<file path="src/design/register_machine_execute_unit_defines.svh">
// ----------------------------------------------------------------------------
// Register machine execute unit: assertion macros
// Shared assertion shorthands for the execute unit checks.
// ----------------------------------------------------------------------------
`ifndef REGISTER_MACHINE_EXECUTE_UNIT_DEFINES_SVH
`define REGISTER_MACHINE_EXECUTE_UNIT_DEFINES_SVH

// same-cycle implication, disabled during reset
`define RME_ASSERT_NOW(label, clk, rstn, ante, cons, msg) \
    label: assert property (@(posedge clk) disable iff (!(rstn)) (ante) |-> (cons)) \
        else $error(msg);

// next-cycle implication, disabled during reset
`define RME_ASSERT_NEXT(label, clk, rstn, ante, cons, msg) \
    label: assert property (@(posedge clk) disable iff (!(rstn)) (ante) |=> (cons)) \
        else $error(msg);

`endif

</file>
<file path="src/design/rme_pkg.sv">
// ----------------------------------------------------------------------------
// Register machine execute unit package
// Widths, opcodes and error codes shared by the execute unit and its divider.
// ----------------------------------------------------------------------------
package rme_pkg;

    // data path and register file
    localparam int DATA_W     = 32;
    localparam int NUM_REGS   = 8;   // power of two, index is the low bits
    localparam int REG_IDX_W  = $clog2(NUM_REGS);

    // program and data space
    localparam int PC_W       = 9;
    localparam int PLEN_W     = 10;
    localparam int OPND_W     = 10;
    localparam int DATA_BASE  = 512;
    localparam int MEM_WORDS  = 1024;
    localparam int SPTR_W     = 11;
    localparam int SADDR_W    = 10;

    // stream payload widths
    localparam int OPC_W      = 4;
    localparam int ERR_W      = 2;
    localparam int IN_W       = 48;
    localparam int OUT_W      = 88;

    typedef enum logic [OPC_W-1:0] {
        OP_LOAD  = 4'd0,
        OP_STORE = 4'd1,
        OP_CLEAR = 4'd2,
        OP_ADD   = 4'd3,
        OP_SUB   = 4'd4,
        OP_MUL   = 4'd5,
        OP_DIV   = 4'd6,
        OP_INC   = 4'd7,
        OP_DEC   = 4'd8,
        OP_CMP   = 4'd9,
        OP_PRINT = 4'd10,
        OP_READ  = 4'd11,
        OP_HALT  = 4'd12,
        OP_JL    = 4'd13,
        OP_JG    = 4'd14,
        OP_JE    = 4'd15
    } op_t;

    typedef enum logic [ERR_W-1:0] {
        ERR_NONE     = 2'd0,
        ERR_BAD_JUMP = 2'd1,
        ERR_DIV_ZERO = 2'd2,
        ERR_DATA_FULL = 2'd3
    } err_t;

    // divider handshake
    typedef struct packed {
        logic start;
    } div_ctrl_t;

    typedef struct packed {
        logic busy;
        logic done;
    } div_stat_t;

endpackage

</file>
<file path="src/design/rme_div.sv">
// ----------------------------------------------------------------------------
// Register machine unsigned divider
// Restoring divider, one quotient bit per cycle.
// ----------------------------------------------------------------------------
module rme_div (
    input  logic                      aclk,
    input  logic                      aresetn,
    input  rme_pkg::div_ctrl_t        ctrl,
    input  logic [rme_pkg::DATA_W-1:0] dividend,
    input  logic [rme_pkg::DATA_W-1:0] divisor,
    output rme_pkg::div_stat_t        stat,
    output logic [rme_pkg::DATA_W-1:0] quotient
);

    localparam int CNT_W = $clog2(rme_pkg::DATA_W);
    localparam logic [CNT_W-1:0] LAST_STEP = CNT_W'(rme_pkg::DATA_W - 1);

    logic                       busy_reg;
    logic                       done_reg;
    logic [CNT_W-1:0]           cnt_reg;
    logic [rme_pkg::DATA_W-1:0] rem_reg, rem_next;
    logic [rme_pkg::DATA_W-1:0] quo_reg, quo_next;
    logic [rme_pkg::DATA_W-1:0] dvs_reg;
    logic [rme_pkg::DATA_W:0]   trial;
    logic [rme_pkg::DATA_W:0]   diff;

    // one restoring step
    always_comb begin
        trial = {rem_reg, quo_reg[rme_pkg::DATA_W-1]};
        diff  = trial - {1'b0, dvs_reg};
        if (!diff[rme_pkg::DATA_W]) begin
            rem_next = diff[rme_pkg::DATA_W-1:0];
            quo_next = {quo_reg[rme_pkg::DATA_W-2:0], 1'b1};
        end else begin
            rem_next = trial[rme_pkg::DATA_W-1:0];
            quo_next = {quo_reg[rme_pkg::DATA_W-2:0], 1'b0};
        end
    end

    // step control
    always_ff @(posedge aclk) begin
        if (!aresetn) begin
            busy_reg <= 1'b0;
            done_reg <= 1'b0;
            cnt_reg  <= '0;
        end else begin
            done_reg <= !ctrl.start && busy_reg && (cnt_reg == LAST_STEP);
            if (ctrl.start) begin
                busy_reg <= 1'b1;
                cnt_reg  <= '0;
            end else if (busy_reg) begin
                cnt_reg <= cnt_reg + 1'b1;
                if (cnt_reg == LAST_STEP) begin
                    busy_reg <= 1'b0;
                end
            end
        end
    end

    // remainder and quotient shift registers
    always_ff @(posedge aclk) begin
        if (ctrl.start) begin
            rem_reg <= '0;
            quo_reg <= dividend;
            dvs_reg <= divisor;
        end else if (busy_reg) begin
            rem_reg <= rem_next;
            quo_reg <= quo_next;
        end
    end

    assign stat.busy = busy_reg;
    assign stat.done = done_reg;
    assign quotient  = quo_reg;

endmodule

</file>
<file path="src/design/register_machine_execute_unit.sv">
// ----------------------------------------------------------------------------
// Register machine execute unit
// Executes one decoded instruction per transaction on a small register file.
// ----------------------------------------------------------------------------
// One instruction is in flight at a time. The register file memory is read at
// the edge that takes a transaction, the instruction executes in the following
// cycle and its result is registered at the next edge, unless completion
// stalls on the output register; the input is ready again in the cycle in
// which the result appears. A divide whose divisor is non-zero runs through the
// restoring divider, one quotient bit a cycle: the execute state starts it, the
// divide state waits through its 32 steps for its done flag, and the finish
// state then registers the result like that of any other instruction.
// The result sits in an output register, so a new transaction is taken while
// an earlier result still waits; completion stalls only while that register
// still holds a result that has not been taken. After halt every instruction
// is ignored and reports the held pc with halted set, until reset.
`include "register_machine_execute_unit_defines.svh"

module register_machine_execute_unit (
    input  logic                            aclk,
    input  logic                            aresetn,
    // configuration: program_length
    input  logic                            cfg_wr_en,
    input  logic [rme_pkg::PLEN_W-1:0]      cfg_wr_data,
    // instruction stream
    input  logic                            s_tvalid,
    output logic                            s_tready,
    // opcode[3:0], first_operand[13:4], second_operand[45:14], zero fill
    input  logic [rme_pkg::IN_W-1:0]        s_tdata,
    // result stream
    output logic                            m_tvalid,
    input  logic                            m_tready,
    // next_pc[8:0], print_valid[9], print_value[41:10], store_valid[42],
    // store_address[52:43], store_data[84:53], halted[85], error_code[87:86]
    output logic [rme_pkg::OUT_W-1:0]       m_tdata
);

    localparam int DW  = rme_pkg::DATA_W;
    localparam int RIW = rme_pkg::REG_IDX_W;

    typedef enum logic [1:0] {
        S_IDLE,
        S_EXEC,
        S_DIV,
        S_FIN
    } state_t;

    state_t state_reg;

    // architectural state
    logic [rme_pkg::PC_W-1:0]   pc_reg;
    logic [rme_pkg::SPTR_W-1:0] sptr_reg;
    logic [rme_pkg::PLEN_W-1:0] plen_reg;
    logic                       halt_reg;
    logic                       less_reg, greater_reg, equal_reg;
    logic [rme_pkg::NUM_REGS-1:0] valid_reg;

    // latched instruction
    rme_pkg::op_t               op_reg;
    logic [rme_pkg::OPND_W-1:0] first_reg;
    logic [DW-1:0]              second_reg;

    // register file memory
    logic [DW-1:0] reg_mem [rme_pkg::NUM_REGS];
    logic [DW-1:0] rd_a_reg, rd_b_reg;
    logic          a_valid_reg, b_valid_reg;
    logic [RIW-1:0] rd_idx, rs_idx;
    logic          take;

    // output register
    logic          m_tvalid_reg;
    logic [rme_pkg::OUT_W-1:0] m_tdata_reg;

    // execute results
    logic [DW-1:0] a, b;
    logic [DW-1:0] ma, mb, div_res;
    logic          div_neg;
    logic          out_free, finish, commit, div_go;
    logic          wr_en;
    logic [DW-1:0] wr_data;
    logic [rme_pkg::PC_W-1:0]   res_pc;
    logic          res_pv, res_sv, res_halted;
    logic [DW-1:0] res_pval, res_sdata;
    logic [rme_pkg::SADDR_W-1:0] res_saddr;
    rme_pkg::err_t res_err;
    logic          less_next, greater_next, equal_next, halt_next;
    logic [rme_pkg::SPTR_W-1:0] sptr_next;
    logic          jump_flag;
    logic [DW-1:0] sa, sb;

    rme_pkg::div_ctrl_t div_ctrl;
    rme_pkg::div_stat_t div_stat;
    logic [DW-1:0]      div_q;

    assign s_tready = (state_reg == S_IDLE);
    assign take     = s_tvalid && s_tready;
    assign rd_idx   = s_tdata[rme_pkg::OPC_W +: RIW];
    assign rs_idx   = s_tdata[rme_pkg::OPC_W + rme_pkg::OPND_W +: RIW];

    // register file read on acceptance, write on completion
    always_ff @(posedge aclk) begin
        if (take) begin
            rd_a_reg <= reg_mem[rd_idx];
            rd_b_reg <= reg_mem[rs_idx];
        end
        if (wr_en) begin
            reg_mem[first_reg[RIW-1:0]] <= wr_data;
        end
    end

    // entries never written read as zero
    assign a = a_valid_reg ? rd_a_reg : '0;
    assign b = b_valid_reg ? rd_b_reg : '0;

    // divider operands on magnitudes, sign restored afterwards
    assign ma       = a[DW-1] ? (~a + 1'b1) : a;
    assign mb       = b[DW-1] ? (~b + 1'b1) : b;
    assign div_neg  = a[DW-1] ^ b[DW-1];
    assign div_res  = div_neg ? (~div_q + 1'b1) : div_q;

    assign div_go         = (state_reg == S_EXEC) && !halt_reg
                            && (op_reg == rme_pkg::OP_DIV) && (b != '0);
    assign div_ctrl.start = div_go;

    rme_div u_div (
        .aclk     (aclk),
        .aresetn  (aresetn),
        .ctrl     (div_ctrl),
        .dividend (ma),
        .divisor  (mb),
        .stat     (div_stat),
        .quotient (div_q)
    );

    assign out_free = !m_tvalid_reg || m_tready;
    assign finish   = ((state_reg == S_EXEC) && !div_go) || (state_reg == S_FIN);
    assign commit   = finish && out_free;

    // instruction execution
    always_comb begin
        wr_en        = 1'b0;
        wr_data      = a;
        res_pc       = pc_reg + 1'b1;
        res_pv       = 1'b0;
        res_pval     = '0;
        res_sv       = 1'b0;
        res_saddr    = '0;
        res_sdata    = '0;
        res_err      = rme_pkg::ERR_NONE;
        less_next    = less_reg;
        greater_next = greater_reg;
        equal_next   = equal_reg;
        halt_next    = halt_reg;
        sptr_next    = sptr_reg;
        jump_flag    = 1'b0;
        sa           = a ^ {1'b1, {(DW-1){1'b0}}};
        sb           = b ^ {1'b1, {(DW-1){1'b0}}};
        if (halt_reg) begin
            res_pc = pc_reg;
        end else begin
            case (op_reg)
                rme_pkg::OP_LOAD: begin
                    wr_en   = 1'b1;
                    wr_data = second_reg;
                end
                rme_pkg::OP_STORE: begin
                    if (sptr_reg >= rme_pkg::SPTR_W'(rme_pkg::MEM_WORDS)) begin
                        res_err = rme_pkg::ERR_DATA_FULL;
                    end else begin
                        res_sv    = 1'b1;
                        res_saddr = sptr_reg[rme_pkg::SADDR_W-1:0];
                        res_sdata = a;
                        sptr_next = sptr_reg + 1'b1;
                    end
                end
                rme_pkg::OP_CLEAR: begin
                    wr_en   = 1'b1;
                    wr_data = '0;
                end
                rme_pkg::OP_ADD: begin
                    wr_en   = 1'b1;
                    wr_data = a + b;
                end
                rme_pkg::OP_SUB: begin
                    wr_en   = 1'b1;
                    wr_data = a - b;
                end
                rme_pkg::OP_MUL: begin
                    wr_en   = 1'b1;
                    wr_data = a * b;
                end
                rme_pkg::OP_DIV: begin
                    if (b == '0) begin
                        res_err = rme_pkg::ERR_DIV_ZERO;
                    end else begin
                        wr_en   = 1'b1;
                        wr_data = div_res;
                    end
                end
                rme_pkg::OP_INC: begin
                    wr_en   = 1'b1;
                    wr_data = a + 1'b1;
                end
                rme_pkg::OP_DEC: begin
                    wr_en   = 1'b1;
                    wr_data = a - 1'b1;
                end
                rme_pkg::OP_CMP: begin
                    less_next    = sa < sb;
                    greater_next = sa > sb;
                    equal_next   = sa == sb;
                end
                rme_pkg::OP_PRINT: begin
                    res_pv   = 1'b1;
                    res_pval = a;
                end
                rme_pkg::OP_READ: begin
                end
                rme_pkg::OP_HALT: begin
                    halt_next = 1'b1;
                end
                rme_pkg::OP_JL: jump_flag = less_reg;
                rme_pkg::OP_JG: jump_flag = greater_reg;
                rme_pkg::OP_JE: jump_flag = equal_reg;
                default: begin
                end
            endcase
            // jump only to a target inside the loaded program
            if (jump_flag) begin
                if ((first_reg < plen_reg) && !first_reg[rme_pkg::OPND_W-1]) begin
                    res_pc = first_reg[rme_pkg::PC_W-1:0];
                end else begin
                    res_err = rme_pkg::ERR_BAD_JUMP;
                end
            end
        end
        res_halted = halt_next;
        wr_en      = wr_en && commit && !halt_reg;
    end

    // sequencer, architectural state and output register
    always_ff @(posedge aclk) begin
        if (!aresetn) begin
            state_reg    <= S_IDLE;
            pc_reg       <= '0;
            sptr_reg     <= rme_pkg::SPTR_W'(rme_pkg::DATA_BASE);
            plen_reg     <= '0;
            halt_reg     <= 1'b0;
            less_reg     <= 1'b0;
            greater_reg  <= 1'b0;
            equal_reg    <= 1'b0;
            valid_reg    <= '0;
            m_tvalid_reg <= 1'b0;
        end else begin
            if (cfg_wr_en) begin
                plen_reg <= cfg_wr_data;
            end
            // output valid: set on completion, cleared once taken
            if (commit) begin
                m_tvalid_reg <= 1'b1;
            end else if (m_tready) begin
                m_tvalid_reg <= 1'b0;
            end
            case (state_reg)
                S_IDLE: begin
                    if (take) begin
                        op_reg      <= rme_pkg::op_t'(s_tdata[rme_pkg::OPC_W-1:0]);
                        first_reg   <= s_tdata[rme_pkg::OPC_W +: rme_pkg::OPND_W];
                        second_reg  <= s_tdata[rme_pkg::OPC_W + rme_pkg::OPND_W +: DW];
                        a_valid_reg <= valid_reg[rd_idx];
                        b_valid_reg <= valid_reg[rs_idx];
                        state_reg   <= S_EXEC;
                    end
                end
                S_EXEC, S_FIN: begin
                    if (div_go) begin
                        state_reg <= S_DIV;
                    end else if (commit) begin
                        pc_reg       <= res_pc;
                        sptr_reg     <= sptr_next;
                        halt_reg     <= halt_next;
                        less_reg     <= less_next;
                        greater_reg  <= greater_next;
                        equal_reg    <= equal_next;
                        if (wr_en) begin
                            valid_reg[first_reg[RIW-1:0]] <= 1'b1;
                        end
                        m_tdata_reg  <= {res_err, res_halted, res_sdata, res_saddr,
                                         res_sv, res_pval, res_pv, res_pc};
                        state_reg    <= S_IDLE;
                    end
                end
                S_DIV: begin
                    if (div_stat.done) begin
                        state_reg <= S_FIN;
                    end
                end
                default: begin
                    state_reg <= S_IDLE;
                end
            endcase
        end
    end

    assign m_tvalid = m_tvalid_reg;
    assign m_tdata  = m_tdata_reg;

    // checks
    `RME_ASSERT_NEXT(a_one_in_flight, aclk, aresetn, take, !s_tready,
        "second transaction accepted while an instruction is in flight")
    `RME_ASSERT_NOW(a_div_in_div_state, aclk, aresetn, div_stat.busy, state_reg == S_DIV,
        "divider busy outside the divide state")
    `RME_ASSERT_NOW(a_sptr_bound, aclk, aresetn, 1'b1,
        sptr_reg <= rme_pkg::SPTR_W'(rme_pkg::MEM_WORDS),
        "store pointer past the end of the data area")
    `RME_ASSERT_NOW(a_halt_sticky_result, aclk, aresetn, commit && halt_reg,
        !wr_en && (res_pc == pc_reg) && (res_err == rme_pkg::ERR_NONE),
        "instruction after halt changed state")

endmodule

</file>
<file path="config.mk">
export PLATFORM = sky130hd
export DESIGN_NAME = register_machine_execute_unit
export DESIGN_NICKNAME = d
export VERILOG_FILES = /design/src/design/rme_pkg.sv /design/src/design/rme_div.sv /design/src/design/register_machine_execute_unit.sv
export VERILOG_INCLUDE_DIRS = /design/src /design/src/design
export SDC_FILE = /design/constraint.sdc
export NUM_CORES = 2
export LEC_CHECK = 0
export BUFFER_PORTS_ARGS = -buffer_cell sky130_fd_sc_hd__buf_2
export CAP_MARGIN = 10
export CORE_ASPECT_RATIO = 1.2
export CORE_MARGIN = 5
export CORE_UTILIZATION = 35
export DETAILED_ROUTE_END_ITERATION = 7
export HOLD_SLACK_MARGIN = 0.15
export PLACE_DENSITY = 0.62
export SYNTH_ARGS = -nofsm -noshare
export SYNTH_HDL_FRONTEND = slang
export SYNTH_SLANG_ARGS = --single-unit
</file>
<file path="constraint.sdc">
create_clock -name aclk -period 9.5 [get_ports aclk]
set_input_delay 0.95 -clock aclk [delete_from_list [all_inputs] [get_ports aclk]]
set_output_delay 0.95 -clock aclk [all_outputs]
set_load 0.05 [all_outputs]
</file>
-- Word level (Yosys, flattened, before mapping)
Memories as Yosys holds them, arrays and structs flattened. A register that Yosys moved wholly into a read port is not among the register bits.
Cells that the tools add are included.
- bits in writable memories: 256
- output and inout bits: 90
- flip-flop bits (word level): 284
- memories kept: 1
- word-level logic and storage cells: 167
- input bits: 63
- memories (name ; words ; width ; rd ports ; clocked after Yosys merged registers in ; write ports ; line ; text):
    reg_mem ; 8 ; 32 ; 2 ; 2 ; 1 ; register_machine_execute_unit.sv:64 ; logic [DW-1:0] reg_mem [rme_pkg::NUM_REGS];
- $lt $le $gt $ge: 8
- equality and inequality tests: 22
- $add $sub $neg: 11
- bitwise logic cells: 13
- reduce and logical (&&, ||, !) cells: 37
- multiply operators: 1
- mux-type cells: 47
- operators by type and width (operator ; number):
    $mux 32 ; 9
    $pmux 32 s8 ; 1
    $add 32x1->32 const B ; 4
    $not 32->32 ; 3
    $sub 33x32->33 ; 1
    $add 32x32->32 ; 1
    $eq 32x32->1 ; 1
    $gt 32x32->1 ; 1
    $logic_not 32->1 ; 1
    $lt 32x32->1 ; 1
    $mul 32x32->32 ; 1
    $reduce_bool 32->1 ; 1
    $sub 32x1->32 const B ; 1
    $sub 32x32->32 ; 1
    $mux 31 ; 1
    $eq 4x4->1 const B ; 7
    $mux 9 ; 3
    $mux 1 ; 18
    $eq 4x3->1 const B ; 4
    $mux 2 ; 8
    $logic_and 1x1->1 ; 12
    $lt 3x4->1 const B ; 3
    $add 11x1->11 const B ; 1
    $ge 11x11->1 const B ; 1
    other kinds (32) ; 54

-- Depth between registers and ports, before layout
- word-level depth: 12
- depth in mapped cells: 34

-- By module
Synthesis repeated with hierarchy kept, for this count alone.
- cell total of the unflattened synthesis: 4680
- area total of the unflattened synthesis: 48992.0 µm²
- by module, submodules not included (module ; times used ; seq. area each (µm²) ; area an instance (µm²) ; cells an instance):
    register_machine_execute_unit ; 1 ; 14594.0 ; 43126.4 ; 4120
    rme_div ; 1 ; 2702.6 ; 5865.6 ; 560

-- Worst setup path after synthesis
OpenSTA, ideal clock, no wires.
- path type: register to register
- start: register b_valid_reg
- end: memory reg_mem[0][29] (netlist name), data pin
- stages on the path, launching flop included: 33
- data arrival time: 8547 ps
- data required time: 9276 ps
- period minus slack after synthesis: 8770 ps
- buffers on the path: 5
- setup slack: 730 ps
- setup time: 224 ps
- cells stage by stage: edfxtp_1 > clkbuf_1 > clkbuf_1 > clkbuf_1 > clkbuf_1 > nand2_1 > clkbuf_1 > nor2_1 > fa_1 > fa_1 > fa_1 > inv_1 > fa_1 > inv_1 > fa_1 > inv_1 > fa_1 > inv_1 > fa_1 > fa_1 > ha_1 > o21ai_0 > nor2_1 > o41a_1 > a41o_1 > a31o_2 > a221o_1 > a21oi_1 > nor2b_1 > or4_1 > nand3_1 > a221oi_1 > a21oi_1
- word-level cells in the longest chain between the ends: 6
- RTL lines (item ; line ; text):
    start: declaration ; register_machine_execute_unit.sv:66 ; logic a_valid_reg, b_valid_reg;
    start signal: assignment ; register_machine_execute_unit.sv:271 ; b_valid_reg <= valid_reg[rs_idx];
    $mux 32 (*) ; register_machine_execute_unit.sv:113 ; assign b = b_valid_reg ? rd_b_reg : '0;
    branches (longest 3 deep; another with $mul 32x32->32) ; n/a ;
    $pmux 32 s8 (*) ; register_machine_execute_unit.sv:161 ; case (op_reg)
    $mux 32 (*) ; register_machine_execute_unit.sv:158 ; if (halt_reg) begin
    named net wr_data[29] ; register_machine_execute_unit.sv:80 ; logic [DW-1:0] wr_data;
    end: declaration ; register_machine_execute_unit.sv:64 ;
Mark *: on every way through the listed nets, which the timed path passes.

-- Final worst setup path
- start: register b_valid_reg
- end: memory reg_mem[6][27] (netlist name), data pin
The elaborated chain is that of the path after synthesis.

==> out/qor.csv <==
stage,metric,value,unit
outcome,outcome,"finished, final reports clean",
timing,timing.final.crit_share,96.99,%
drt,drtIter0Drc,3290,
timing,timing.final.hold_violations,0,
logic_synthesis,async_flop_share,0,%
power,intPower,6.599,mW
logic_synthesis,synth_compound_area_share,9.122,%
grt,grt_pass1_vias,37320,
clock_network,cts.sinks,604,
setup_path,r2r_cells,26,
timing,drv_slew,0,
timing,setup_tns,0,ps
power,p_total,10.89,mW
drt,post_drt_wl_per_cell,24.92,um
drt,ant_nets,0,
floorplanning,core,137200,um^2
logic_synthesis,synth.area.mux_share,8.976,%
timing,rsz0062_at_grt,no,
setup_path,path_max_fanout,33,
clock_network,htree_levels,3,
clock_network,clk_pin_slew,60,ps
floorplanning,die-area,145300,um^2
logic_synthesis,synth_edf_count,520,
floorplanning,initial_utilization,35.14,%
hold_path,min_path_cells,1,
logic_synthesis,ys_seq_area_share,35.87,%
logic_synthesis,synth_area,48210,um^2
setup_path,cp-start-kind,register,
setup_path,end_kind,register,
setup_path,arrival,9550,ps
drt,num_vias,36550,
placement,gp_congestion,1.018,
final_layout,nNetsFinal,5443,
drt,met1_length,60.86,mm
drt,drt-total-wl,164.6,mm
logic_synthesis,syn_area_per_cell,10.62,um^2
logic_synthesis,synth.net_count,5245,
setup_path,reg2reg_from,b_valid_reg$_DFFE_PP_,
logic_synthesis,synth_warnings,0,
drt,dr.max_layer_used,met5,
logic_synthesis,ys_seq_elements,604,
clock_network,cts_root_buf,clkbuf_16,
power,p_comb_share,46.2,%
setup_path,cp_slowest_cell,a21oi_1,
drt,wl_met2,77.26,mm
final_layout,largest_reg_flops,256,
setup_path,critPathKind,reg2reg,
logic_synthesis,synth.top_cells.by_area,"edfxtp_1 32%, fa_1 17%, mux4_2 6.2%",
clock_network,clk_latency,680,ps
setup_path,cpMostUsedCell,fa_1,
setup_path,rrSetupSlack,290,ps
floorplanning,die_h,416.6,um
logic_synthesis,yosysUniqueCellTypes,86,
logic_synthesis,yosys.area_share.simple,12.18,%
floorplanning,rows,149,
logic_synthesis,yosys.area_share.adder,23.15,%
logic_synthesis,ys_top_cells_by_count,"595 x nor2_1, 520 x edfxtp_1, 507 x inv_1",
floorplanning,fp.dieW,348.8,um
grt,antenna_found_initial,9,
power,ir_drop,271.8,uV
final_layout,filler_cell_count,13330,
setup_path,critPathRequiredTime,9840,ps
drt,drcViolationCount,0,
power,clockPowerShare,24.5,%
hold_path,hold_start,s_tdata[12],
logic_synthesis,synth_top_area_cell,edfxtp_1,
drt,via_per_inst,5.531,
power,p_switching,4.292,mW
run,drv_cap,0,
drt,wl_met3,13.55,mm
clock_network,clockBufferDepth,3,
power,p_seq_share,29.4,%
placement,io_buffers,150,
placement,pre_cts_ws,225.6,ps
setup_path,r2r-end,reg_mem[6][27]$_DFFE_PP_,
grt,grt_usage,22.32,%
final_layout,syn_to_final_growth,13.01,%
power,switching_share,39.41,%
clock_network,cts_tree,yes,
timing,slew_headroom,21.61,%
logic_synthesis,synth_top_area_share,32.39,%
logic_synthesis,netlist_instances,4540,
hold_path,hold_end,first_reg[8]$_DFFE_PP_,
logic_synthesis,synth_ff_type,edfxtp_1,
floorplanning,ios,153,
placement,dp_hpwl,126.1,mm
timing,clock.fmax,0.1085,GHz
grt,grt_overflow,0,
timing,fin_crit,9214,ps
power,power.leakage,22.16,nW
grt,grt_max_degree,72,
logic_synthesis,post-synth-top-count-cell,nor2_1,
final_layout,drive_above_1_share,15.51,%
power,p_per_area,199.9,nW/um^2
setup_path,max_stage_delay,700,ps
timing,worstMarginPinSlew,1146,ps
clock_network,cts_made_buffers,66,
timing,setup_viol,0,
grt,grt_pass1_wl,241.1,mm
timing,finClkSkew,27.62,ps
logic_synthesis,synth_xor_area_share,4.632,%
drt,drt_pre_antenna_iters,7,
logic_synthesis,synth_top_family_by_area,adder cells,
hold_path,min_path_type,in2reg,
timing,setup_ws,286.0,ps
[cell families after synthesis]
kind of cell | after synthesis
multiplexers | 258
buffers and inverters | 779
adder cells (fa/ha/maj) | 648
AO/OA/AOI/OAI | 657
XOR/XNOR | 255
AND/OR/NAND/NOR | 1339
flip-flops | 604
[power groups by stage]
stage | clock (mW) | sequential [mW] | combinational (mW)
2_1_floorplan | 0 | 3.23 | 3.22
3_3_place_gp | 0 | 3.25 | 4.83
3_5_place_dp | 0 | 3.25 | 4.90
4_1_cts | 2.73 | 3.20 | 4.95
5_1_grt | 2.83 | 3.21 | 5.45
6_report | 2.66 | 3.20 | 5.03
[placed cells by master (no fill, tap or decap), drive strengths merged, types with 51 or more instances in the layout]
cell    netlist  routed
o21ai       129     129
edfxtp      520     520
dfxtp        84      84
xor2         66      66
fa          409     409
xnor2       189     189
clkbuf      205      84
mux2         75      75
mux4        132     132
nand2       406     406
nor2        595     595
mux2i        51      51
a21oi       171     171
buf          46     380
nand3        58      58
inv         510     511
a21o         53      53
ha          233     233
[cell type report]
class	instances	area [um^2]	share of cell area, %
repair buffers	381	2552	4.684
multi-input cells	3157	28100	51.56
diodes	6	15.01	0.02756
inverters	528	1982	3.637
flip-flops and latches	604	17300	31.75
clock buffers	83	1818	3.337
clock inverters	36	459.2	0.8427
well taps	1812	2267	4.161
[worst max path at each step]
stage,start,to,slack (ps),cells after the start
5_1_grt,rd_b_reg[2]$_DFFE_PP_,reg_mem[2][30]$_DFFE_PP_,50,29
4_1_cts,a_valid_reg$_DFFE_PP_,reg_mem[2][30]$_DFFE_PP_,160,29
3_5_place_dp,a_valid_reg$_DFFE_PP_,reg_mem[4][30]$_DFFE_PP_,230,28
6_report,b_valid_reg$_DFFE_PP_,reg_mem[6][27]$_DFFE_PP_,290,26
2_1_floorplan,b_valid_reg$_DFFE_PP_,reg_mem[0][29]$_DFFE_PP_,730,32
3_3_place_gp,a_valid_reg$_DFFE_PP_,reg_mem[4][30]$_DFFE_PP_,220,29
[critical path, delay by kind of cell (launching register included)]
family	cells	cell delay, ps
adder cells (fa/ha/maj)	9	4100
AO/OA/AOI/OAI	8	2710
buffers and inverters	5	810
AND/OR/NAND/NOR	3	620
flip-flops	1	440
XOR/XNOR	1	180
[per-stage QoR]
stage / hold WS, ps / std cells / instance area [um^2] / utilization, %
after global routing: 422.6 / 6607 / 54490 / 39.71
after floorplan: 451.9 / 4540 / 48220 / -
after global placement: 459.2 / 6479 / 52170 / 38.02
final: 441.9 / 6607 / 54490 / 39.71
after CTS: 397.3 / 6598 / 54450 / 39.68
after detailed placement: 474.6 / 6479 / 52170 / 38.02
[timing repair]
action,CTS,global route
gates resized for setup,0,1
buffers inserted,0,2
hold buffers,0,0
setup endpoints to repair,0,44
[routing by layer]
| metal | vias up | global-route usage [%] |
|---|---|---|
| li1 | 15970 | - |
| met1 | 18350 | 26.56 |
| met2 | 1693 | 37.02 |
| met3 | 535 | 4.302 |
| met4 | 2 | 14.23 |
| met5 | - | 0 |
Power figures use the tool's default switching activity.
